==> src/rtl/interpolating_table_lookup_unit_assert.svh <==
// Assertion macros for the table lookup RTL.
// Included by modules that carry concurrent checks; needs signals clock and reset in scope.
`ifndef INTERPOLATING_TABLE_LOOKUP_UNIT_ASSERT_SVH
`define INTERPOLATING_TABLE_LOOKUP_UNIT_ASSERT_SVH

// condition must hold on every edge out of reset
`define ITLU_ASSERT_ALWAYS(label, cond, msg) \
   label: assert property (@(posedge clock) disable iff (reset) (cond)) else $error(msg);

// same-cycle implication
`define ITLU_ASSERT_IMPL(label, ante, cons, msg) \
   label: assert property (@(posedge clock) disable iff (reset) (ante) |-> (cons)) \
      else $error(msg);

// next-cycle implication
`define ITLU_ASSERT_NEXT(label, ante, cons, msg) \
   label: assert property (@(posedge clock) disable iff (reset) (ante) |=> (cons)) \
      else $error(msg);

`endif

==> src/rtl/itlu_pkg.sv <==
// Shared types and constants of the interpolating table lookup unit.
// No dependencies; imported by the top level, itlu_scale and itlu_blend.
package itlu_pkg;

   localparam int DEFAULT_TABLE_DEPTH = 256;
   localparam int DEFAULT_FRAC_BITS   = 16;
   localparam int DATA_W              = 32;
   localparam int SLOT_W              = 8;
   localparam int LENGTH_W            = 9;
   localparam int CSR_ADDR_W          = 4;
   localparam int CSR_DATA_W          = 32;

   typedef enum logic [1:0] {
      KIND_ZERO,
      KIND_ENTRY,
      KIND_SCALED,
      KIND_BLEND
   } kind_type;

   typedef enum logic [1:0] {
      REG_CLAMP_MODE   = 2'd0,
      REG_SNAP_MODE    = 2'd1,
      REG_TABLE_LENGTH = 2'd2
   } reg_index_type;

   typedef struct packed {
      logic     valid;
      kind_type kind;
   } stage_ctrl_type;

endpackage

==> src/rtl/itlu_blend.sv <==
// Back pipeline: interpolation products, sum and shift, result register.
// Depends on itlu_pkg; takes entries from the table RAM read registers.
module itlu_blend #(
   parameter int FRAC_BITS = 16
) (
   input  logic                                 clock,
   input  logic                                 reset,
   input  itlu_pkg::stage_ctrl_type             s3_ctrl,
   input  logic [FRAC_BITS-1:0]                 s3_frac,
   input  logic signed [itlu_pkg::DATA_W-1:0]   entry_a,
   input  logic signed [itlu_pkg::DATA_W-1:0]   entry_b,
   output logic                                 s4_ready,
   output logic                                 rsp_valid,
   input  logic                                 rsp_ready,
   output logic signed [itlu_pkg::DATA_W-1:0]   rsp_result_value
);

   import itlu_pkg::*;

   localparam int W_W    = FRAC_BITS + 2;
   localparam int PROD_W = W_W + DATA_W;
   localparam int SUM_W  = PROD_W + 1;
   localparam logic signed [W_W-1:0] ONE_W = W_W'(64'd1 << FRAC_BITS);

   logic signed [W_W-1:0]    weight_a, weight_b;
   logic signed [PROD_W-1:0] prod_a, prod_b;
   logic signed [SUM_W-1:0]  sum;
   logic [DATA_W-1:0]        result;

   logic                     s4_valid_ff, s4_valid_in;
   kind_type                 s4_kind_ff;
   logic signed [PROD_W-1:0] s4_prod_a_ff, s4_prod_b_ff;
   logic [DATA_W-1:0]        s4_entry_ff;

   logic                     rsp_valid_ff, rsp_valid_in;
   logic [DATA_W-1:0]        rsp_result_value_ff;
   logic                     ready_5;

   assign ready_5  = !rsp_valid_ff || rsp_ready;
   assign s4_ready = !s4_valid_ff || ready_5;

   assign weight_b = W_W'(s3_frac);
   assign weight_a = ONE_W - weight_b;
   assign prod_a   = PROD_W'(weight_a) * PROD_W'(entry_a);
   assign prod_b   = PROD_W'(weight_b) * PROD_W'(entry_b);

   // floor shift of the weighted sum; the value lies between the two entries
   assign sum = SUM_W'(s4_prod_a_ff) + SUM_W'(s4_prod_b_ff);

   always_comb begin
      unique case (s4_kind_ff)
         KIND_ZERO:  result = '0;
         KIND_ENTRY: result = s4_entry_ff;
         KIND_BLEND: result = sum[FRAC_BITS +: DATA_W];
         default:    result = '0;
      endcase
   end

   assign s4_valid_in  = s4_ready ? s3_ctrl.valid : s4_valid_ff;
   assign rsp_valid_in = ready_5 ? s4_valid_ff : rsp_valid_ff;

   always_ff @(posedge clock) begin
      if (reset) begin
         s4_valid_ff  <= 1'b0;
         rsp_valid_ff <= 1'b0;
      end else begin
         s4_valid_ff  <= s4_valid_in;
         rsp_valid_ff <= rsp_valid_in;
      end
   end

   always_ff @(posedge clock) begin
      if (s4_ready && s3_ctrl.valid) begin
         s4_kind_ff   <= s3_ctrl.kind;
         s4_prod_a_ff <= prod_a;
         s4_prod_b_ff <= prod_b;
         s4_entry_ff  <= entry_a;
      end
      if (ready_5 && s4_valid_ff) begin
         rsp_result_value_ff <= result;
      end
   end

   assign rsp_valid        = rsp_valid_ff;
   assign rsp_result_value = rsp_result_value_ff;

endmodule
==> config.mk <==
export PLATFORM = sky130hd
export DESIGN_NAME = itlu_blend
export DESIGN_NICKNAME = d
export VERILOG_FILES = /design/src/rtl/interpolating_table_lookup_unit_assert.svh /design/src/rtl/itlu_pkg.sv /design/src/rtl/itlu_blend.sv
export SDC_FILE = /design/constraint.sdc
export NUM_CORES = 2
export LEC_CHECK = 0
export BUFFER_PORTS_ARGS = -buffer_cell sky130_fd_sc_hd__buf_2
export CAP_MARGIN = 15
export CORE_MARGIN = 1.5
export CORE_UTILIZATION = 45
export CTS_CLUSTER_SIZE = 12
export DETAILED_ROUTE_END_ITERATION = 10
export SETUP_SLACK_MARGIN = 0.3
export SLEW_MARGIN = 20
export SYNTH_ARGS = -nofsm -noshare
export SYNTH_HDL_FRONTEND = slang
export SYNTH_SLANG_ARGS = --single-unit
==> constraint.sdc <==
create_clock -name clock -period 22.4 [get_ports clock]
set_clock_uncertainty 0.15 [all_clocks]
set_input_delay 3.36 -clock clock [delete_from_list [all_inputs] [get_ports clock]]
set_output_delay 3.36 -clock clock [all_outputs]
set_load 0.05 [all_outputs]
After elaboration in Yosys (flattened, before gate mapping) --
Cells that the tools add are included.
Storage, ports and cells: memory bits (read-only) 0, input bits 86, output and inout bits 34, memories kept 0, register bits after elaboration 164, latch bits 0, RAM bits 0
Operators by class: shift operators 0, div/mod/pow operators 0, multiply operators 2, order comparisons 0, reduce and logical (&&, ||, !) cells 6, bitwise logic cells 0, mux-type cells 1, eq/ne operators 2, add/sub/neg operators 2
Operators by type and width (number):
- case mux 32 bit (2 select lines) | 1
- adder 48 bit | 1
- multiplier 17 x 32 -> 48 bit | 1
- multiplier 18 x 32 -> 48 bit | 1
- subtractor 17 x 16 -> 18 bit, first input constant | 1
- == test 2 x 1 -> 1 bit, second input constant | 1
- == test 2 bit, second input constant | 1
- logical AND 1 bit | 2
- zero test 1 bit | 2
- logical OR 1 bit | 2

Longest topological paths before layout --
depth in word-level cells 4, depth in mapped cells 33

Least setup slack after synthesis --
Ideal clock, no wire load.
kind input to register, start in s3_frac[0], end reg s4_prod_a_ff[46], data pin, data arrival time 10298 ps, cell stages on the path 33, slack 11691 ps, path through clkbuf_1 clkbuf_1 inv_1 ha_1 nand2_1 or3_1 nor3_1 xnor2_1 clkbuf_1 nand2_1 fa_1 inv_1 fa_1 inv_1 fa_1 inv_1 fa_1 fa_1 inv_1 fa_1 inv_1 ha_1 o21ai_0 nand2b_1 a21oi_1 nor2_1 a31oi_4 o21ai_1 a21o_1 a21o_1 a31oi_1 nor4_1 a311o_1
Between the ends: longest elaborated chain between the ends 2
RTL lines:
- from (decl) | line itlu_blend.sv:9 | input logic [FRAC_BITS-1:0] s3_frac,
- subtractor 17 x 16 -> 18 bit | line itlu_blend.sv:43 | assign weight_a = ONE_W - weight_b;
- multiplier 18 x 32 -> 48 bit | line itlu_blend.sv:44 | assign prod_a = PROD_W'(weight_a) * PROD_W'(entry_a);
- via prod_a[46] | line itlu_blend.sv:26 | logic signed [PROD_W-1:0] prod_a, prod_b;
- to (signal assigned) | line itlu_blend.sv:75 | s4_prod_a_ff <= prod_a;
- to (decl) | line itlu_blend.sv:32 | logic signed [PROD_W-1:0] s4_prod_a_ff, s4_prod_b_ff;
The timed path passes the listed nets, and every way through them passes these cells. A chain may end at the register's enable or synchronous reset.

Worst setup path in the final report --
start in s3_frac[0], end reg s4_prod_a_ff[47], data pin
The elaborated chain is that of the path after synthesis.

==> run_results.csv <==
group,metric,value,unit
status,status,"complete, no violations",
routing,top_layer_used,"met5",
sta,hold_viol_final,0,
die,fp.dieH,314,µm
routing,drt-total-wl,109000,µm
clock_network,postCtsHoldBufs,0,
clock_network,cts_root_buf,"clkbuf_16",
placement,io_buffers,119,
clock_network,cts_tree,"done",
sta,rsz0062_at_grt,"no",
worst_setup_path,critical_path_class,"input pin to flop",
worst_setup_path,slowest_delay,850,ps
clock_network,clock_sinks,164,
sta,drv_slew,0,
sta,setup-violations-final,0,
yosys,synthTopCellsByArea,"fa_1, edfxtp_1, inv_1",
worst_setup_path,reg2reg_depth,12,
final_layout,drive_above_1_share,4.93,%
yosys,async_reset_ff_share,0,%
sta,worst_slack,10720,ps
worst_setup_path,cp.required,22470,ps
routing,dr_wl_met2,56600,µm
routing,drt_iter0_drc,1665,
routing,route.detailed.drc,0,
clock_network,cts_made_buffers,17,
worst_hold_path,min-delay-path-class,"flop to flop",
final_layout,area_delta_synth_final,5.58,%
routing,wl_per_cell,18.7,µm
sta,fin_crit_sh,52.1,%
clock_network,htreeDepth,4,
final_layout,nets,5921,
sta,slew-limit-headroom,25.2,%
global_routing,grt_max_degree,75,
final_layout,mostFrequentLayoutCell,"inv_1",
yosys,mappedNetlistNets,5946,
worst_setup_path,crit_fanout,48,
clock_network,cts_resized,0,
yosys,synth_warnings,0,
yosys,synth_largest_area_cell,"fa_1",
placement,hpwl,84600,µm
die,fp-row-count,113,
placement,place.gp.congestion,0.883,
routing,ant_nets,0,
routing,wl_met1,45200,µm
global_routing,grt.total_usage,23.4,%
global_routing,overflow,0,
clock_network,clock_path_buffers,2,
global_routing,grt_pass1_wl,178000,µm
final_layout,mostFrequentLayoutCells,"inv_1, fa_1, nand2_1",
worst_setup_path,critPathSlowestCell,"xnor2_4",
global_routing,antenna_found_initial,8,
sta,fmax,85.6,MHz
routing,vias_per_cell,5.17,
yosys,synthCells,4593,
yosys,yosysTopAreaCellShare,45.8,%
die,die_area,98300,µm²
yosys,synth-edff-count,162,
placement,pre_cts_slack,10290,ps
yosys,yosys_most_used_dff,"edfxtp_1",
sta,tightest_slew,1120,ps
die,ios,120,
yosys,ys_types,70,
worst_setup_path,worstPathArrival,11750,ps
yosys,ys_ff_latch,164,
sta,final.min_clock_period,11680,ps
final_layout,antenna-diode-count,0,
global_routing,grt_pass1_vias,33100,
die,die_w,314,µm
sta,setup_tns,0,ps
routing,drt_pass1_iterations,6,
die,start_util,45.5,%
job,cap_violations,0,
worst_setup_path,path_common_cell,"fa_1",
clock_network,post_cts_buffers,0,
routing,via_count,30200,
yosys,syn-cell-area,43400,µm²
clock_network,clock_latency,470,ps
worst_setup_path,cp-end-kind,"flop",
worst_hold_path,hold_path_depth,2,
worst_setup_path,cp_cell_sequence,"buf_2 -> buf_4 -> nor2_1 -> nand3b_1 -> nor3_1 -> xnor2_4 -> and2_1 -> fa_1 -> inv_1 -> fa_1 -> fa_1 -> inv_1 -> fa_1 -> fa_1 -> fa_1 -> ha_1 -> a211o_1 -> o311ai_1 -> a21oi_1 -> nor2_1 -> o2111ai_1 -> a21oi_1 -> o21ai_0 -> xnor2_1",
routing,met3_wirelength,4720,µm
yosys,avgSynthCellArea,9.45,µm²
clock_network,clk_pin_slew_worst_paths,80,ps
yosys,synth_seq_area_share,11.3,%
die,coreArea,95300,µm²
worst_setup_path,worst_setup_path_start_kind,"input pin",
critical path: cells and delay by family:
kind	cells	cell delay (ps)
adders and majority gates	7	3260
buffers and inverters	4	1150
xor gates and xnor gates	2	990
AOI/OAI and AO/OA	6	1930
and+or+nand+nor	5	970
state kept, by name (all words and copies together), names as in the netlist:
| signal | count |
|---|---|
| rsp_result_value | 32 |
| s4_entry_ff | 32 |
| s4_prod_a_ff | 48 |
| s4_prod_b_ff | 48 |
| s4_valid_ff | 1 |
| s4_kind_ff | 2 |
| rsp_valid | 1 |
per-layer routing:
layer  track usage, %  up-vias
met5                0        -
met4             5.62       10
met3             2.39      163
met2             42.2      694
met1             30.3    15900
li1                 -    13500
synthesized netlist by cell type (7+ instances only):
| cell | n |
|---|---|
| o21a_1 | 18 |
| nand2_1 | 672 |
| xnor2_1 | 96 |
| o21ai_1 | 12 |
| and2_1 | 449 |
| o21ai_0 | 47 |
| nand3_1 | 25 |
| inv_1 | 1136 |
| edfxtp_1 | 162 |
| nand4_1 | 18 |
| nor3_1 | 21 |
| o211ai_1 | 12 |
| a21oi_2 | 7 |
| a21oi_1 | 109 |
| xor2_1 | 50 |
| ha_1 | 274 |
| mux2i_1 | 16 |
| nand2b_1 | 11 |
| o21bai_1 | 17 |
| buf_1 | 10 |
| a211oi_1 | 11 |
| clkbuf_1 | 181 |
| a21o_1 | 63 |
| nor2b_1 | 15 |
| fa_1 | 993 |
| and3_1 | 7 |
| nor2_1 | 73 |
final cells by class:
class / instances / area (µm²)
Fill cell: 9147 / 49500
Multi-Input combinational cell: 3102 / 33700
Sequential cell: 164 / 4900
Inverter: 1136 / 4260
Tap cell: 1265 / 1580
Timing Repair Buffer: 147 / 806
Clock buffer: 17 / 425
Clock inverter: 15 / 160
path summary, 6_finish.rpt:
kind | startpoint | to | slack (ps)
hold reg to reg | s4_valid_ff | rsp_valid | 380
hold / removal | s4_valid_ff | rsp_valid | 380
setup / recovery | s3_frac[0] | s4_prod_a_ff[47] | 10720
setup reg to reg | s4_prod_a_ff[18] | rsp_result_value[25] | 18600
kinds of logic after synthesis:
family	count (synthesis)	share of synthesized area, %
mux	16	0.369
flops	164	11.3
fa+ha+maj	1267	53.7
buf+inv	1327	11.5
xor+xnor	146	2.95
compound gates	357	5.57
simple gates	1316	14.6
stage by stage:
step	cell area (µm²)	instances	hold WS [ps]	utilization, %
5_1_grt	45800	5846	431	48.1
6_report	45800	5846	383	48.1
3_5_place_dp	45200	5814	366	47.5
4_1_cts	45800	5846	383	48.1
2_1_floorplan	43400	4593	328	-
3_3_place_gp	45200	5814	356	47.5
Power is left out: the tool's default activity adds up to more than one toggle a clock period on the data nets, which glitch-free logic cannot reach.
