$ cat src/rtl/interpolating_table_lookup_unit_assert.svh
// Assertion macros for the table lookup RTL.
// Included by modules that carry concurrent checks; needs signals clock and reset in scope.
`ifndef INTERPOLATING_TABLE_LOOKUP_UNIT_ASSERT_SVH
`define INTERPOLATING_TABLE_LOOKUP_UNIT_ASSERT_SVH

// condition must hold on every edge out of reset
`define ITLU_ASSERT_ALWAYS(label, cond, msg) \
   label: assert property (@(posedge clock) disable iff (reset) (cond)) else $error(msg);

// same-cycle implication
`define ITLU_ASSERT_IMPL(label, ante, cons, msg) \
   label: assert property (@(posedge clock) disable iff (reset) (ante) |-> (cons)) \
      else $error(msg);

// next-cycle implication
`define ITLU_ASSERT_NEXT(label, ante, cons, msg) \
   label: assert property (@(posedge clock) disable iff (reset) (ante) |=> (cons)) \
      else $error(msg);

`endif

$ cat src/rtl/itlu_pkg.sv
// Shared types and constants of the interpolating table lookup unit.
// No dependencies; imported by the top level, itlu_scale and itlu_blend.
package itlu_pkg;

   localparam int DEFAULT_TABLE_DEPTH = 256;
   localparam int DEFAULT_FRAC_BITS   = 16;
   localparam int DATA_W              = 32;
   localparam int SLOT_W              = 8;
   localparam int LENGTH_W            = 9;
   localparam int CSR_ADDR_W          = 4;
   localparam int CSR_DATA_W          = 32;

   typedef enum logic [1:0] {
      KIND_ZERO,
      KIND_ENTRY,
      KIND_SCALED,
      KIND_BLEND
   } kind_type;

   typedef enum logic [1:0] {
      REG_CLAMP_MODE   = 2'd0,
      REG_SNAP_MODE    = 2'd1,
      REG_TABLE_LENGTH = 2'd2
   } reg_index_type;

   typedef struct packed {
      logic     valid;
      kind_type kind;
   } stage_ctrl_type;

endpackage

$ cat src/rtl/itlu_scale.sv
// Front pipeline: input word register, index clamp/wrap and scaling, table addressing.
// Depends on itlu_pkg and the assertion macro header; drives the table RAM ports.
`include "interpolating_table_lookup_unit_assert.svh"

module itlu_scale #(
   parameter int TABLE_DEPTH = 256,
   parameter int FRAC_BITS   = 16
) (
   input  logic                                 clock,
   input  logic                                 reset,
   input  logic                                 clamp_mode,
   input  logic                                 snap_mode,
   input  logic [itlu_pkg::LENGTH_W-1:0]        table_length,
   input  logic                                 req_valid,
   output logic                                 req_ready,
   input  logic                                 req_operation,
   input  logic [itlu_pkg::SLOT_W-1:0]          req_entry_slot,
   input  logic signed [itlu_pkg::DATA_W-1:0]   req_entry_value,
   input  logic signed [itlu_pkg::DATA_W-1:0]   req_lookup_index,
   output logic                                 ram_wr_en,
   output logic [$clog2(TABLE_DEPTH)-1:0]       ram_wr_addr,
   output logic [itlu_pkg::DATA_W-1:0]          ram_wr_data,
   output logic                                 ram_rd_en,
   output logic [$clog2(TABLE_DEPTH)-1:0]       ram_rd_addr_a,
   output logic [$clog2(TABLE_DEPTH)-1:0]       ram_rd_addr_b,
   input  logic                                 s4_ready,
   output itlu_pkg::stage_ctrl_type             s3_ctrl,
   output logic [FRAC_BITS-1:0]                 s3_frac
);

   import itlu_pkg::*;

   localparam int ADDR_W = $clog2(TABLE_DEPTH);
   localparam int LEN_W  = $clog2(TABLE_DEPTH + 1);
   localparam int IDX_W  = FRAC_BITS + 1;
   localparam int SC_W   = IDX_W + LEN_W;
   localparam int WIDE_W = ((ADDR_W > SLOT_W) ? ADDR_W : SLOT_W) + 1;
   localparam int CMP_W  = ((LEN_W > LENGTH_W) ? LEN_W : LENGTH_W) + 1;
   localparam logic signed [DATA_W-1:0] ONE_FX = DATA_W'(64'd1 << FRAC_BITS);

   // stage 1: accepted word
   logic                     s1_valid_ff, s1_valid_in;
   logic                     s1_write_ff;
   logic [SLOT_W-1:0]        s1_slot_ff;
   logic [DATA_W-1:0]        s1_value_ff;
   logic signed [DATA_W-1:0] s1_index_ff;

   // stage 2: scaled index
   logic                     s2_valid_ff, s2_valid_in;
   logic                     s2_write_ff;
   logic [SLOT_W-1:0]        s2_slot_ff;
   logic [DATA_W-1:0]        s2_value_ff;
   kind_type                 s2_kind_ff;
   logic [ADDR_W-1:0]        s2_addr_ff;
   logic [SC_W-1:0]          s2_scaled_ff;

   // stage 3: side data next to the RAM read register
   logic                     s3_valid_ff, s3_valid_in;
   kind_type                 s3_kind_ff;
   logic [FRAC_BITS-1:0]     s3_frac_ff;

   logic                     ready_1, ready_2, ready_3;
   logic [LEN_W-1:0]         len_eff, len_last;
   kind_type                 kind1, kind2;
   logic [ADDR_W-1:0]        addr1, addr2, left, right;
   logic [IDX_W-1:0]         idx_u;
   logic [LEN_W-1:0]         mult;
   logic [SC_W-1:0]          scaled1;
   logic [LEN_W-1:0]         right_inc;
   logic [WIDE_W-1:0]        slot_wide;
   logic                     slot_ok;

   assign ready_3   = !s3_valid_ff || s4_ready;
   assign ready_2   = !s2_valid_ff || ready_3;
   assign ready_1   = !s1_valid_ff || ready_2;
   assign req_ready = ready_1;

   always_comb begin
      if (CMP_W'(table_length) > CMP_W'(TABLE_DEPTH)) begin
         len_eff = LEN_W'(TABLE_DEPTH);
      end else begin
         len_eff = LEN_W'(table_length);
      end
      len_last = len_eff - LEN_W'(1);
   end

   always_comb begin
      kind1 = KIND_SCALED;
      addr1 = '0;
      idx_u = IDX_W'(s1_index_ff[FRAC_BITS-1:0]);
      mult  = len_eff;
      priority if (len_eff == '0) begin
         kind1 = KIND_ZERO;
      end else if (len_eff == LEN_W'(1)) begin
         kind1 = KIND_ENTRY;
      end else if (clamp_mode) begin
         mult = len_last;
         priority if (s1_index_ff > ONE_FX) begin
            kind1 = KIND_ENTRY;
            addr1 = len_last[ADDR_W-1:0];
         end else if (s1_index_ff[DATA_W-1]) begin
            kind1 = KIND_ENTRY;
         end else begin
            idx_u = s1_index_ff[IDX_W-1:0];
         end
      end else begin
         kind1 = KIND_SCALED;
      end
      scaled1 = SC_W'(idx_u) * SC_W'(mult);
   end

   // integer part of the scaled index is below the length whenever the length is nonzero
   assign left      = s2_scaled_ff[FRAC_BITS +: ADDR_W];
   assign right_inc = LEN_W'(left) + LEN_W'(1);
   assign right     = (right_inc == len_eff) ? '0 : right_inc[ADDR_W-1:0];

   always_comb begin
      kind2 = s2_kind_ff;
      addr2 = s2_addr_ff;
      unique case (s2_kind_ff)
         KIND_SCALED: begin
            addr2 = left;
            kind2 = snap_mode ? KIND_ENTRY : KIND_BLEND;
         end
         KIND_ZERO,
         KIND_ENTRY: begin
            kind2 = s2_kind_ff;
         end
         default: begin
            kind2 = s2_kind_ff;
         end
      endcase
   end

   assign slot_wide = WIDE_W'(s2_slot_ff);
   assign slot_ok   = slot_wide < WIDE_W'(TABLE_DEPTH);

   assign ram_wr_en     = ready_3 && s2_valid_ff && s2_write_ff && slot_ok;
   assign ram_wr_addr   = slot_wide[ADDR_W-1:0];
   assign ram_wr_data   = s2_value_ff;
   assign ram_rd_en     = ready_3 && s2_valid_ff && !s2_write_ff;
   assign ram_rd_addr_a = addr2;
   assign ram_rd_addr_b = right;

   assign s1_valid_in = ready_1 ? req_valid : s1_valid_ff;
   assign s2_valid_in = ready_2 ? s1_valid_ff : s2_valid_ff;
   assign s3_valid_in = ready_3 ? (s2_valid_ff && !s2_write_ff) : s3_valid_ff;

   always_ff @(posedge clock) begin
      if (reset) begin
         s1_valid_ff <= 1'b0;
         s2_valid_ff <= 1'b0;
         s3_valid_ff <= 1'b0;
      end else begin
         s1_valid_ff <= s1_valid_in;
         s2_valid_ff <= s2_valid_in;
         s3_valid_ff <= s3_valid_in;
      end
   end

   always_ff @(posedge clock) begin
      if (ready_1 && req_valid) begin
         s1_write_ff <= req_operation;
         s1_slot_ff  <= req_entry_slot;
         s1_value_ff <= req_entry_value;
         s1_index_ff <= req_lookup_index;
      end
      if (ready_2 && s1_valid_ff) begin
         s2_write_ff  <= s1_write_ff;
         s2_slot_ff   <= s1_slot_ff;
         s2_value_ff  <= s1_value_ff;
         s2_kind_ff   <= kind1;
         s2_addr_ff   <= addr1;
         s2_scaled_ff <= scaled1;
      end
      if (ram_rd_en) begin
         s3_kind_ff <= kind2;
         s3_frac_ff <= s2_scaled_ff[FRAC_BITS-1:0];
      end
   end

   assign s3_ctrl.valid = s3_valid_ff;
   assign s3_ctrl.kind  = s3_kind_ff;
   assign s3_frac       = s3_frac_ff;

   `ITLU_ASSERT_ALWAYS(a_port_exclusive, !(ram_wr_en && ram_rd_en), "table written and read at once")
   `ITLU_ASSERT_NEXT(a_s2_hold, s2_valid_ff && !ready_3, s2_valid_ff && $stable(s2_scaled_ff), "stage 2 word lost in stall")
   `ITLU_ASSERT_IMPL(a_right_addr, ram_rd_en && (kind2 == KIND_BLEND), (ram_rd_addr_b == ADDR_W'(ram_rd_addr_a + 1'b1)) || (ram_rd_addr_b == '0), "right entry not next to left entry")

endmodule

$ cat config.mk
export PLATFORM = sky130hd
export DESIGN_NAME = itlu_scale
export DESIGN_NICKNAME = d
export VERILOG_FILES = /design/src/rtl/itlu_pkg.sv /design/src/rtl/itlu_scale.sv
export VERILOG_INCLUDE_DIRS = /design/src /design/src/rtl
export SDC_FILE = /design/constraint.sdc
export NUM_CORES = 1
export LEC_CHECK = 0
export BUFFER_PORTS_ARGS = -buffer_cell sky130_fd_sc_hd__buf_2
export CORE_MARGIN = 5
export CORE_UTILIZATION = 48
export CTS_CLUSTER_SIZE = 16
export DETAILED_ROUTE_END_ITERATION = 16
export HOLD_SLACK_MARGIN = 0.1
export PLACE_DENSITY = 0.69
export SETUP_SLACK_MARGIN = 0.15
export SKIP_CTS_REPAIR_TIMING = 1
export SYNTH_ARGS = -nofsm -noshare
export SYNTH_HDL_FRONTEND = slang
export SYNTH_SLANG_ARGS = --single-unit
$ cat constraint.sdc
create_clock -name clock -period 19.4 [get_ports clock]
set_input_delay 4.85 -clock clock [delete_from_list [all_inputs] [get_ports clock]]
set_output_delay 4.85 -clock clock [all_outputs]
set_load 0.01 [all_outputs]
# Yosys cells after proc, flatten, opt, wreduce, memory -nomap -nowiden
# Cells that the tools add are included.
# word_totals
output_inout_bits	78
regBits	169
input_bits	88
elab_cells	61
# classes
order_cmp	3
bitwise	2
n_mul	1
addsub	2
n_reduce_logical	17
muxes	17
n_eq_ne	3
# op_table
op	n
2-to-1 mux 17 bit	5
2-to-1 mux 9 bit	4
greater-than comparator 32 x 18 -> 1 bit (second input constant)	1
multiplier 17 x 9 -> 24 bit	1
2-to-1 mux 8 bit	2
2-to-1 mux 2 bit	5
adder 8 x 1 -> 9 bit (second input constant)	1
equality test 9 x 1 -> 1 bit (second input constant)	1
equality test 9 bit	1
greater-than comparator 9 bit (second input constant)	1
zero test 9 bit	1
less-than comparator 8 x 9 -> 1 bit (second input constant)	1
subtractor 9 x 1 -> 9 bit (second input constant)	1
logical AND 1 bit	7
zero test 1 bit	4
OR reduction 4 bit	1
logical OR 1 bit	3
equality test 2 bit (second input constant)	1
inverter 1 bit	2
OR reduction 2 bit	1
2-to-1 mux 1 bit	1

# Logic depth before layout (Yosys ltp)
# logic_depth
word_depth	7
mapped_depth	26
depth_no_buf	25

# Worst setup path before layout
# OpenSTA, ideal clock, no wires.
# synth_timing
kind	input to output
from	input port table_length[7] in the netlist's numbering
to	output port ram_rd_addr_b[1]
required_time_ps	14550
n_path_buf	0
slack_ps	8276
path_stages	5
arrival_ps	6274
path_cell_list	inv_1 > xnor3_1 > or3_1 > a2111oi_4 > nor2b_1
# synth_between
elab_chain_len	4
# synth_rtl
element	line_no	text
start: declaration	itlu_scale.sv:13	input logic [itlu_pkg::LENGTH_W-1:0] table_length,
greater-than comparator 9 bit	itlu_scale.sv:79	if (CMP_W'(table_length) > CMP_W'(TABLE_DEPTH)) begin
2-to-1 mux 9 bit *	itlu_scale.sv:79	
equality test 9 bit *	itlu_scale.sv:115	assign right = (right_inc == len_eff) ? '0 : right_inc[ADDR_W-1:0];
2-to-1 mux 8 bit *	itlu_scale.sv:115	
end: declaration	itlu_scale.sv:25	output logic [$clog2(TABLE_DEPTH)-1:0] ram_rd_addr_b,
# Mark *: on every way between the ends. The rest lies on a longest branch, timed or not.

# Worst setup path after layout
# layout_timing
from	input port table_length[8] in the netlist's numbering
to	output port ram_rd_addr_b[1]
# The elaborated chain is that of the path after synthesis.

==> impl_results.html <==
<table>
<tr><th>Metric</th><th>Value</th></tr>
<tr><th colspan="2">Status</th></tr>
<tr><td>Run status</td><td>finished clean</td></tr>
<tr><th colspan="2">Min path</th></tr>
<tr><td>Startpoint of the most critical hold path</td><td>s1_value_ff[28]</td></tr>
<tr><td>HP Class</td><td>reg2reg</td></tr>
<tr><th colspan="2">Setup path</th></tr>
<tr><td>Maximum net fanout on the critical path</td><td>25</td></tr>
<tr><td>Crit. Startpoint</td><td>table_length[8]</td></tr>
<tr><td>Worst path top cell family by delay</td><td>buffers and inverters</td></tr>
<tr><td>Critical path cell sequence</td><td>buf_2 -&gt; inv_1 -&gt; or4_1 -&gt; a2111oi_4 -&gt; nor2b_1 -&gt; buf_2</td></tr>
<tr><td>Category of the critical setup timing path</td><td>in2out</td></tr>
<tr><td>Cell occurring most often along the worst timing path</td><td>buf_2</td></tr>
<tr><td>Endpoint type of the worst setup path</td><td>output port</td></tr>
<tr><td>CP required</td><td>14.55 ns</td></tr>
<tr><td>Endpoint arrival time on the critical path</td><td>7.03 ns</td></tr>
<tr><td>Max stage delay on crit path</td><td>0.65 ns</td></tr>
<tr><td>Worst setup SP type</td><td>primary input</td></tr>
<tr><td>Number of buffers and inverters on the critical path</td><td>3</td></tr>
<tr><td>Reg2Reg Launch Point</td><td>s1_index_ff[0]</td></tr>
<tr><td>CP max stage cell</td><td>or4_1</td></tr>
<tr><th colspan="2">Power</th></tr>
<tr><td>Switching component of the power</td><td>642 µW</td></tr>
<tr><td>Cell Pwr Density</td><td>131 mW/mm²</td></tr>
<tr><td>Power share of the combinational group</td><td>0.477</td></tr>
<tr><td>Part of the power in registers</td><td>0.311</td></tr>
<tr><td>Clock power frac</td><td>0.212</td></tr>
<tr><td>Peak VDD IR</td><td>0.0748 mV</td></tr>
<tr><td>P_int</td><td>1.01 mW</td></tr>
<tr><td>Sw frac</td><td>0.389</td></tr>
<tr><td>Total Power</td><td>1.65 mW</td></tr>
<tr><td>Leak Pwr</td><td>5.49 nW</td></tr>
<tr><th colspan="2">GRT</th></tr>
<tr><td>Total global routing track utilization</td><td>0.187</td></tr>
<tr><td>Most Used Layer, Global Route</td><td>met2</td></tr>
<tr><td>Vias in the first global route</td><td>7386</td></tr>
<tr><td>Maximum number of pins on one net before global-route repair</td><td>76</td></tr>
<tr><td>Global-route congestion overflow total</td><td>0</td></tr>
<tr><td>Met3 track demand over resource</td><td>0.0370</td></tr>
<tr><td>GR met1 Demand/Resource</td><td>0.259</td></tr>
<tr><td>Wire length of the first global-routing pass</td><td>38.5 mm</td></tr>
<tr><td>Initial antenna violation count</td><td>0</td></tr>
<tr><td>Met2 Resource Use GR</td><td>0.301</td></tr>
<tr><th colspan="2">Logic synthesis</th></tr>
<tr><td>Number of distinct library cells after synthesis</td><td>68</td></tr>
<tr><td>Post-synth top area share</td><td>0.456</td></tr>
<tr><td>Number of cells produced by synthesis</td><td>917</td></tr>
<tr><td>Total number of yosys warnings</td><td>0</td></tr>
<tr><td>Dominant cells by area after synthesis</td><td>edfxtp_1 46%, fa_1 19%, inv_1 4.9%</td></tr>
<tr><td>Number of storage elements in the synthesis netlist</td><td>169</td></tr>
<tr><td>Area leader, netlist</td><td>edfxtp_1</td></tr>
<tr><td>Async set-reset flop share out of synthesis</td><td>0</td></tr>
<tr><td>Mapped Area</td><td>0.0109 mm²</td></tr>
<tr><td>Syn Nets</td><td>1153</td></tr>
<tr><td>Synthesized area divided by synthesized cell count</td><td>11.9 µm²</td></tr>
<tr><td>Number of enable flip-flop cells after synthesis</td><td>166</td></tr>
<tr><td>Sequential-to-total area share from yosys stat</td><td>0.461</td></tr>
<tr><td>Predominant post-synthesis flop cell</td><td>edfxtp_1</td></tr>
<tr><th colspan="2">Cells and area</th></tr>
<tr><td>Non-filler instance count after layout</td><td>1367</td></tr>
<tr><td>Layout Nets</td><td>1305</td></tr>
<tr><td>Area used by multi-input combinational logic</td><td>0.00520 mm²</td></tr>
<tr><td>Most common cell after layout, fill and taps aside</td><td>edfxtp_1</td></tr>
<tr><td>Layout-stage area growth over the synthesis result</td><td>15.5%</td></tr>
<tr><td>Layout fillers</td><td>1882</td></tr>
<tr><td>Highest-count cells in the layout ignoring fill and taps</td><td>166 x edfxtp_1, 165 x buf_2, 144 x inv_1</td></tr>
<tr><td>Final antenna diode count</td><td>0</td></tr>
<tr><td>Final standard cell utilization of the core</td><td>0.560</td></tr>
<tr><td>Register Area</td><td>0.00504 mm²</td></tr>
<tr><td>Layout cell share with drive strength beyond 1</td><td>0.215</td></tr>
<tr><th colspan="2">Placement</th></tr>
<tr><td>Port bufs</td><td>165</td></tr>
<tr><td>DP Cell Count</td><td>1335</td></tr>
<tr><td>Gp weighted congestion</td><td>0.892</td></tr>
<tr><td>Detailed placer's ending HPWL</td><td>17.0 mm</td></tr>
<tr><th colspan="2">Clock network</th></tr>
<tr><td>Number of clock sinks</td><td>169</td></tr>
<tr><td>CTS tree</td><td>built</td></tr>
<tr><td>Total number of H-tree levels</td><td>4</td></tr>
<tr><td>Clock buffers created by TritonCTS</td><td>17</td></tr>
<tr><td>CTS clk-pin slew, worst paths</td><td>0.08 ns</td></tr>
<tr><td>Root buffer selected by CTS</td><td>clkbuf_16</td></tr>
<tr><td>Number of buffers on the longest clock path</td><td>2</td></tr>
<tr><td>Insertion delay of the later-clocked pin in the worst-skew pair</td><td>0.43 ns</td></tr>
<tr><th colspan="2">Timing</th></tr>
<tr><td>Shortest clock period the worst path allows after layout</td><td>11.88 ns</td></tr>
<tr><td>Layout Skew</td><td>0.0177 ns</td></tr>
<tr><td># setup viols final</td><td>0</td></tr>
<tr><td>RSZ-0062 raised after global routing</td><td>false</td></tr>
<tr><td>Slew at the pin with the worst max-slew slack</td><td>1.33 ns</td></tr>
<tr><td>Period utilization</td><td>0.613</td></tr>
<tr><td>Number of hold violations in the final report</td><td>0</td></tr>
<tr><td>Max Freq</td><td>84.1 MHz</td></tr>
<tr><td>Final TNS setup</td><td>0 ns</td></tr>
<tr><td>Number of slew-limit violations in the final report</td><td>0</td></tr>
<tr><td>Slew headroom</td><td>0.109</td></tr>
<tr><th colspan="2">Routing</th></tr>
<tr><td>Number of detailed-routing iterations run before antenna repair</td><td>5</td></tr>
<tr><td>Drc violations</td><td>0</td></tr>
<tr><td>Wire length per cell after detailed routing</td><td>16.9 µm</td></tr>
<tr><td>Vias after detailed routing</td><td>7101</td></tr>
<tr><td>Total wire length</td><td>23.1 mm</td></tr>
<tr><td>Number of vias per cell after detailed routing</td><td>5.19</td></tr>
<tr><td>Remaining number of nets flagged by the antenna check after routing</td><td>0</td></tr>
<tr><td>Violation count after the first detailed-routing iteration</td><td>405</td></tr>
<tr><th colspan="2">Floorplan</th></tr>
<tr><td>Number of rows in the core area</td><td>55</td></tr>
<tr><td>Die X-Extent</td><td>161 µm</td></tr>
<tr><td>Boundary pin count</td><td>166</td></tr>
<tr><td>Die Span Y</td><td>161 µm</td></tr>
<tr><td>Total Die Area</td><td>0.0259 mm²</td></tr>
<tr><td>Initial Util</td><td>0.485</td></tr>
<tr><td>Floorplan Core Area</td><td>0.0226 mm²</td></tr>
<tr><th colspan="2">Job</th></tr>
<tr><td>Max-cap viol count</td><td>0</td></tr>
</table>
[routing by layer]
layer,part of all wire,vias up
li1,-,3335
met1,0.44,3499
met2,0.48,240
met3,0.068,27
met4,0.016,0
met5,0,-
[worst paths after layout]
| kind | end | slack (ns) | cells past startpoint |
|---|---|---|---|
| worst max-delay path | ram_rd_addr_b[1] | 7.52 | 6 |
| worst min-delay path | ram_wr_data[28] | 0.42 | 0 |
| worst max register to register | s2_scaled_ff[22] | 12.98 | 15 |
| worst min register to register | ram_wr_data[28] | 0.42 | 0 |
[logic make-up (layout without fill, tap and decap cells)]
kind of cell             after synthesis  count (layout)  synth area share
AND/OR/NAND/NOR                      280             280             0.132
AO/OA/AOI/OAI                         96              96            0.0612
flip-flops                           169             169             0.461
XOR/XNOR                              33              33            0.0284
adder cells (fa/ha/maj)              148             148             0.241
buffers and inverters                182             347            0.0669
multiplexers                           9               9           0.00915
[stage by stage]
stage               instance area [µm²]  setup slack, ns  hold slack (ns)
floorplan                         10900             8.28            0.400
global placement                  12000             7.49            0.400
detailed placement                12000             7.23            0.405
CTS                               12600             7.50            0.417
global route                      12600             7.07            0.420
finish                            12600             7.52            0.417
[synthesized netlist by cell type, drive strengths merged (3+ instances only)]
cell type,instances
and2,60
o22ai,3
buf,26
nor2,42
xnor2,27
mux2,8
and3,5
nor2b,19
a21oi,29
or3,4
fa,105
edfxtp,166
clkbuf,12
nand4,5
nand3,13
a31oi,3
nor3,12
o211ai,3
nor4,8
a21o,4
xor2,5
o41ai,3
dfxtp,3
ha,43
o21bai,5
inv,144
nand2,89
o21a,4
o21ai,23
nand2b,8
or4,4
a21boi,4
[area by class of cell]
class / instances / share of cell area
Clock buffer: 17 / 0.0337
Tap cell: 285 / 0.0282
Timing Repair Buffer: 171 / 0.0689
Inverter: 144 / 0.0428
Multi-Input combinational cell: 566 / 0.411
Clock inverter: 15 / 0.0156
Sequential cell: 169 / 0.399
[power by group through the flow]
stage	Sequential (mW)	Clock [mW]	Combinational, mW
final	0.512	0.350	0.787
after global routing	0.517	0.374	0.906
after CTS	0.512	0.358	0.788
after detailed placement	0.520	0	0.782
after global placement	0.519	0	0.768
after floorplan	0.508	0	0.605
[flip-flops by register name, indices dropped and copies added, names as in the netlist]
register,count
ram_wr_addr,8
s2_write_ff,1
s1_write_ff,1
s1_value_ff,32
s2_scaled_ff,24
s1_slot_ff,8
s3_valid_ff,1
s2_valid_ff,1
ram_wr_data,32
s3_frac,16
s1_valid_ff,1
s1_index_ff,32
s2_addr_ff,8
s2_kind_ff,2
s3_kind_ff,2
Power figures use the tool's default switching activity.
